$ cat src/rtl/ssac_pkg.sv
// shared constants, command/status structs and codes for the spare sector allocator
// no dependencies; every other file but ssac_ram refers to this package by scoped names
package ssac_pkg;

   localparam int SPARE_SECTORS = 4096;
   localparam int RING_DEPTH    = 64;
   localparam int BATCH_SECTORS = 32;
   localparam int MAX_BATCHES   = 1000;

   localparam int IDX_W     = $clog2(SPARE_SECTORS);
   localparam int LEN_W     = IDX_W + 1;
   localparam int MAP_WORD  = 32;
   localparam int SEL_W     = $clog2(MAP_WORD);
   localparam int MAP_ROWS  = SPARE_SECTORS / MAP_WORD;
   localparam int ROW_W     = $clog2(MAP_ROWS);
   localparam int RING_AW   = $clog2(RING_DEPTH);
   localparam int FILL_W    = RING_AW + 1;
   localparam int BATCH_W   = $clog2(MAX_BATCHES + 1);
   localparam int BASE_W    = 47;
   localparam int SCOUNT_W  = 13;
   localparam int ADDR_W    = 48;
   localparam int CNT_W     = 32;
   localparam int CSR_W     = 47;
   localparam int CSR_IDX_W = 1;

   localparam logic [SCOUNT_W-1:0] SPARE_COUNT_RESET = SCOUNT_W'(4096);

   localparam logic [CSR_IDX_W-1:0] CSR_SPARE_BASE  = 1'd0;
   localparam logic [CSR_IDX_W-1:0] CSR_SPARE_COUNT = 1'd1;

   localparam logic KIND_ALLOC   = 1'b0;
   localparam logic KIND_RESERVE = 1'b1;

   typedef struct packed {
      logic accept;
      logic reserve;
      logic hit_inc;
      logic miss_inc;
      logic ring_read;
      logic scan_init;
      logic batch_start;
      logic row_read;
      logic test;
      logic finish;
      logic pop;
      logic mark_write;
      logic rsp_load;
   } cmd_type;

   typedef struct packed {
      logic count_zero;
      logic len_zero;
      logic batch_done;
      logic scan_go;
      logic row_cross;
   } status_type;

endpackage

$ cat src/rtl/ssac_ctrl.sv
// controller state machine: sequences reserve, ring pop, bitmap refill scan and result hand-off
// depends on ssac_pkg for the command and status structs
module ssac_ctrl (
   input  logic                 clock,
   input  logic                 reset,
   input  logic                 req_valid,
   input  logic                 req_kind,
   output logic                 req_ready,
   output logic                 rsp_valid,
   input  logic                 rsp_ready,
   input  ssac_pkg::status_type status,
   output ssac_pkg::cmd_type    cmd
);

   localparam logic [3:0] ST_IDLE      = 4'd0;
   localparam logic [3:0] ST_SCAN_INIT = 4'd1;
   localparam logic [3:0] ST_BATCH     = 4'd2;
   localparam logic [3:0] ST_ROW       = 4'd3;
   localparam logic [3:0] ST_TEST      = 4'd4;
   localparam logic [3:0] ST_FINISH    = 4'd5;
   localparam logic [3:0] ST_POP       = 4'd6;
   localparam logic [3:0] ST_MARK_WR   = 4'd7;
   localparam logic [3:0] ST_DONE      = 4'd8;

   logic [3:0] state_ff, state_in;
   logic       rsp_valid_ff, rsp_valid_in;
   logic       rsp_free;

   assign rsp_free  = !rsp_valid_ff || rsp_ready;
   assign req_ready = (state_ff == ST_IDLE);
   assign rsp_valid = rsp_valid_ff;

   always_comb begin
      cmd      = '0;
      state_in = state_ff;
      unique case (state_ff)
         ST_IDLE: begin
            if (req_valid) begin
               cmd.accept  = 1'b1;
               cmd.reserve = (req_kind == ssac_pkg::KIND_RESERVE);
               if (req_kind == ssac_pkg::KIND_RESERVE) begin
                  state_in = ST_MARK_WR;
               end else if (!status.count_zero) begin
                  cmd.hit_inc   = 1'b1;
                  cmd.ring_read = 1'b1;
                  state_in      = ST_POP;
               end else begin
                  cmd.miss_inc = 1'b1;
                  state_in     = ST_SCAN_INIT;
               end
            end
         end
         ST_SCAN_INIT: begin
            cmd.scan_init = 1'b1;
            state_in      = status.len_zero ? ST_FINISH : ST_BATCH;
         end
         ST_BATCH: begin
            cmd.batch_start = 1'b1;
            state_in        = ST_TEST;
         end
         ST_ROW: begin
            cmd.row_read = 1'b1;
            state_in     = ST_TEST;
         end
         ST_TEST: begin
            cmd.test = 1'b1;
            if (status.batch_done) begin
               state_in = status.scan_go ? ST_BATCH : ST_FINISH;
            end else if (status.row_cross) begin
               state_in = ST_ROW;
            end
         end
         ST_FINISH: begin
            cmd.finish    = 1'b1;
            cmd.ring_read = 1'b1;
            state_in      = ST_POP;
         end
         ST_POP: begin
            if (!status.count_zero) begin
               cmd.pop  = 1'b1;
               state_in = ST_MARK_WR;
            end else begin
               state_in = ST_DONE;
            end
         end
         ST_MARK_WR: begin
            cmd.mark_write = 1'b1;
            state_in       = ST_DONE;
         end
         ST_DONE: begin
            if (rsp_free) begin
               cmd.rsp_load = 1'b1;
               state_in     = ST_IDLE;
            end
         end
         default: begin
            state_in = ST_IDLE;
         end
      endcase
   end

   always_comb begin
      rsp_valid_in = rsp_valid_ff;
      if (cmd.rsp_load) begin
         rsp_valid_in = 1'b1;
      end else if (rsp_ready) begin
         rsp_valid_in = 1'b0;
      end
   end

   always_ff @(posedge clock) begin
      if (reset) begin
         state_ff     <= ST_IDLE;
         rsp_valid_ff <= 1'b0;
      end else begin
         state_ff     <= state_in;
         rsp_valid_ff <= rsp_valid_in;
      end
   end

endmodule

$ cat config.mk
export PLATFORM = sky130hd
export DESIGN_NAME = ssac_ctrl
export DESIGN_NICKNAME = d
export VERILOG_FILES = /design/src/rtl/ssac_pkg.sv /design/src/rtl/ssac_ctrl.sv
export SDC_FILE = /design/constraint.sdc
export NUM_CORES = 1
export LEC_CHECK = 0
export ABC_AREA = 1
export BUFFER_PORTS_ARGS = -buffer_cell sky130_fd_sc_hd__buf_2
export CELL_PAD_IN_SITES_DETAIL_PLACEMENT = 1
export CELL_PAD_IN_SITES_GLOBAL_PLACEMENT = 1
export CORE_MARGIN = 2
export CORE_UTILIZATION = 26
export DETAILED_ROUTE_END_ITERATION = 7
export PLACE_DENSITY = 0.74
export SLEW_MARGIN = 20
export SYNTH_ARGS = -nofsm -noshare
export SYNTH_HDL_FRONTEND = slang
export SYNTH_SLANG_ARGS = --single-unit
$ cat constraint.sdc
create_clock -name clock -period 1.3 [get_ports clock]
set_input_delay 0.195 -clock clock [delete_from_list [all_inputs] [get_ports clock]]
set_output_delay 0.195 -clock clock [all_outputs]
set_load 0.005 [all_outputs]
==> results.toml <==
[synthesis]
synth_top_cell_by_area = "dfxtp_1"
netlist_instances = 79
ys.flop_type = "dfxtp_1"
syn-cell-area_sq_um = 462.9
syn_avg_cell_area_sq_um = 5.860
synthTopCellsByArea = "dfxtp_1, nor2_1, nand2_1"
seq_area_frac_synth_pct = 21.62
synth_common_cells = "nor2_1, nand2_1, inv_1"
yosys.cell_types.count = 19
synth_seq_cells = 5
synthSimpleGateAreaFrac_pct = 55.68
yosysTopAreaCellShare_pct = 21.62
synth_xor_area_share_pct = 0
muxShareOfSynthArea_pct = 0
yosysMostFrequentCell = "nor2_1"
syn_nets = 89
yosysWarnings = 0
synth_edf_count = 0
synthAdderAreaFrac_pct = 0
async_flop_share_pct = 0
synth_top_family_by_area = "simple AND/OR/NAND/NOR gates"
synth_compound_area_share_pct = 7.297

[critical_path]
cpMaxStageDelayCell = "dfxtp_4"
r2r_setup_slack_ps = 50
cp-start-kind = "register"
r2r-start = "state_ff[2]"
crit_path_end = "cmd[6]"
reg2regPathDepth = 8
worstPathMaxFanout = 4
r2r_end = "state_ff[0]"
cp_cell_sequence = "nor2_4 -> buf_4 -> inv_1 -> nor3_2 -> buf_2"
critPathCaptureType = "output port"
crit_buf_inv = 3
crit_path_max_incr_delay_ps = 360
crit_family = "flip-flops"
cp-startpoint = "state_ff[3]"
worstSetupPathType = "reg -> out"
crit_arrival_ps = 1210
crit_cells = 5
required_ps = 1110

[power_and_ir_drop]
power_switching_w = 0.0008914
p_int_w = 0.0009187
power_density_mw_per_mm2 = 2195
pwr-share-seq_pct = 15.9
power_frac_comb_pct = 74.1
peakVddDrop_mv = 0.9103
p_leak_nw = 0.4444
swShare_pct = 49.25
p_total_w = 0.001810
clock_power_share_pct = 10.0

[global_routing]
grt_max_degree = 7
grt-ovfl-total = 0
grt_pass1_wl_mm = 2.622
antenna_found_initial = 0
first_global_vias = 608
grt.total_usage_pct = 17.48

[floorplanning]
die_h_um = 46.20
core-area_sq_mm = 0.001708
die_w_um = 46.20
io-pin-count = 25
initial_utilization_pct = 27.11
dieArea_sq_mm = 0.002134
num_rows = 15

[sta]
hold_slack_ps = 181.8
fin_crit_ps = 1405
setup-violations-final = 11
rsz0062_at_grt = "true"
tightest_slew_ps = 216.6
fmax_ghz = 0.7118
fin_crit_sh_pct = 108.1
hold_viol = 0
maxSlewHeadroom_pct = 85.45
maxSlewViolCount = 0
finalClockSkew_ps = 0.7232
finalWorstSetupSlack_ps = -104.8

[clocking]
clkTransAtPathRegs_ps = 40
clock-root-buffer = "clkbuf_4"
clk_latency_ps = 240
cts.sinks = 5
htreeDepth = 1
numCtsBuffers = 3
ctsLongestPathBuffers = 2
hold_buffers = 0
cts_tree = "yes"

[drt]
dr.pass1.iters = 3
ant_nets = 0
postRouteWirelength_mm = 1.740
vias_per_cell = 4.536
routedWlPerCell_um = 12.43
drtIter0Drc = 5
vias = 635
drcViolationCount = 0

[flow_run]
cap_violations = 0

[placement]
io_buffer_count = 24
dp_hpwl_mm = 1.255
dp_slack_ps = 32.17
place_congestion = 0.7554

[cells_and_area]
layout-drive-gt1-share_pct = 61.74
nets = 126
n_antenna_cell = 0
postLayoutCoreUtil_pct = 48.28
areaGrowthSynthToFinish_pct = 78.11

[outcome]
status = "finished, violations left"
violations = "negative setup slack"

[worst_hold_path]
hold_path_class = "in -> reg"
-- stage by stage --
stage | std cells | setup TNS (ps) | cell area [sq um]
final | 140 | -651.8 | 824.5
after CTS | 138 | -928.4 | 747.0
after floorplan | 79 | 0 | 462.9
after detailed placement | 131 | 0 | 636.9
after global placement | 131 | 0 | 636.9
after global routing | 140 | -1820 | 824.5
-- cell type report --
type / count / area [sq um]
Timing Repair Buffer: 33 / 209.0
Fill cell: 232 / 883.3
Multi-Input combinational cell: 56 / 369.1
Tap cell: 25 / 31.28
Sequential cell: 5 / 112.6
Clock buffer: 4 / 26.28
Inverter: 17 / 76.32
-- sequential cells by signal, summed over array words and instances (netlist names) --
register and count:
state_ff 4, rsp_valid 1
-- worst min path at each step --
stage,startpoint,to,slack (ps),cells past startpoint
finish,reset,state_ff[2],180,2
global route,reset,state_ff[2],180,2
CTS,reset,state_ff[2],160,2
detailed placement,reset,state_ff[2],430,2
global placement,reset,state_ff[2],430,2
floorplan,reset,state_ff[2],260,1
-- power groups by stage --
| stage | logic, W | registers [W] | clock network, W |
|---|---|---|---|
| detailed placement | 0.000938 | 0.000257 | 0 |
| global placement | 0.000927 | 0.000254 | 0 |
| global route | 0.00147 | 0.000291 | 0.000204 |
| floorplan | 0.000561 | 0.000275 | 0 |
| CTS | 0.00115 | 0.000273 | 0.000190 |
| finish | 0.00134 | 0.000287 | 0.000182 |
-- metal layers --
| metal | routed length, um | part of all wire (%) | vias up | global-route usage [%] |
|---|---|---|---|---|
| li1 | - | - | 316 | - |
| met1 | 729 | 42 | 299 | 19.39 |
| met2 | 920 | 53 | 20 | 31.11 |
| met3 | 91 | 5.2 | 0 | 4.706 |
| met4 | 0 | 0 | 0 | 6.857 |
| met5 | 0 | 0 | - | 0 |
-- cells in the final DEF (no fill, tap or decap), drive strengths merged --
cell type   n
o21ai       1
buf        33
dfxtp       5
nand3       7
nor4        1
a31oi       1
inv        17
nor2       22
nor3        5
nand2      16
a21oi       3
clkbuf      4
-- logic make-up (layout without fill, tap and decap cells) --
kind of cell	count (synthesis)	in the layout
DFF	5	5
buffers and inverters	18	54
and+or+nand+nor	51	51
AOI/OAI and AO/OA	5	5
-- repair_timing --
item	CTS	global route
endpoints found under the hold margin	0	0
setup buffers	3	2
pin swaps	8	10
gates resized for setup	20	19
endpoints found under the setup margin	14	17
Note: power is estimated with default switching activity, not from simulation.
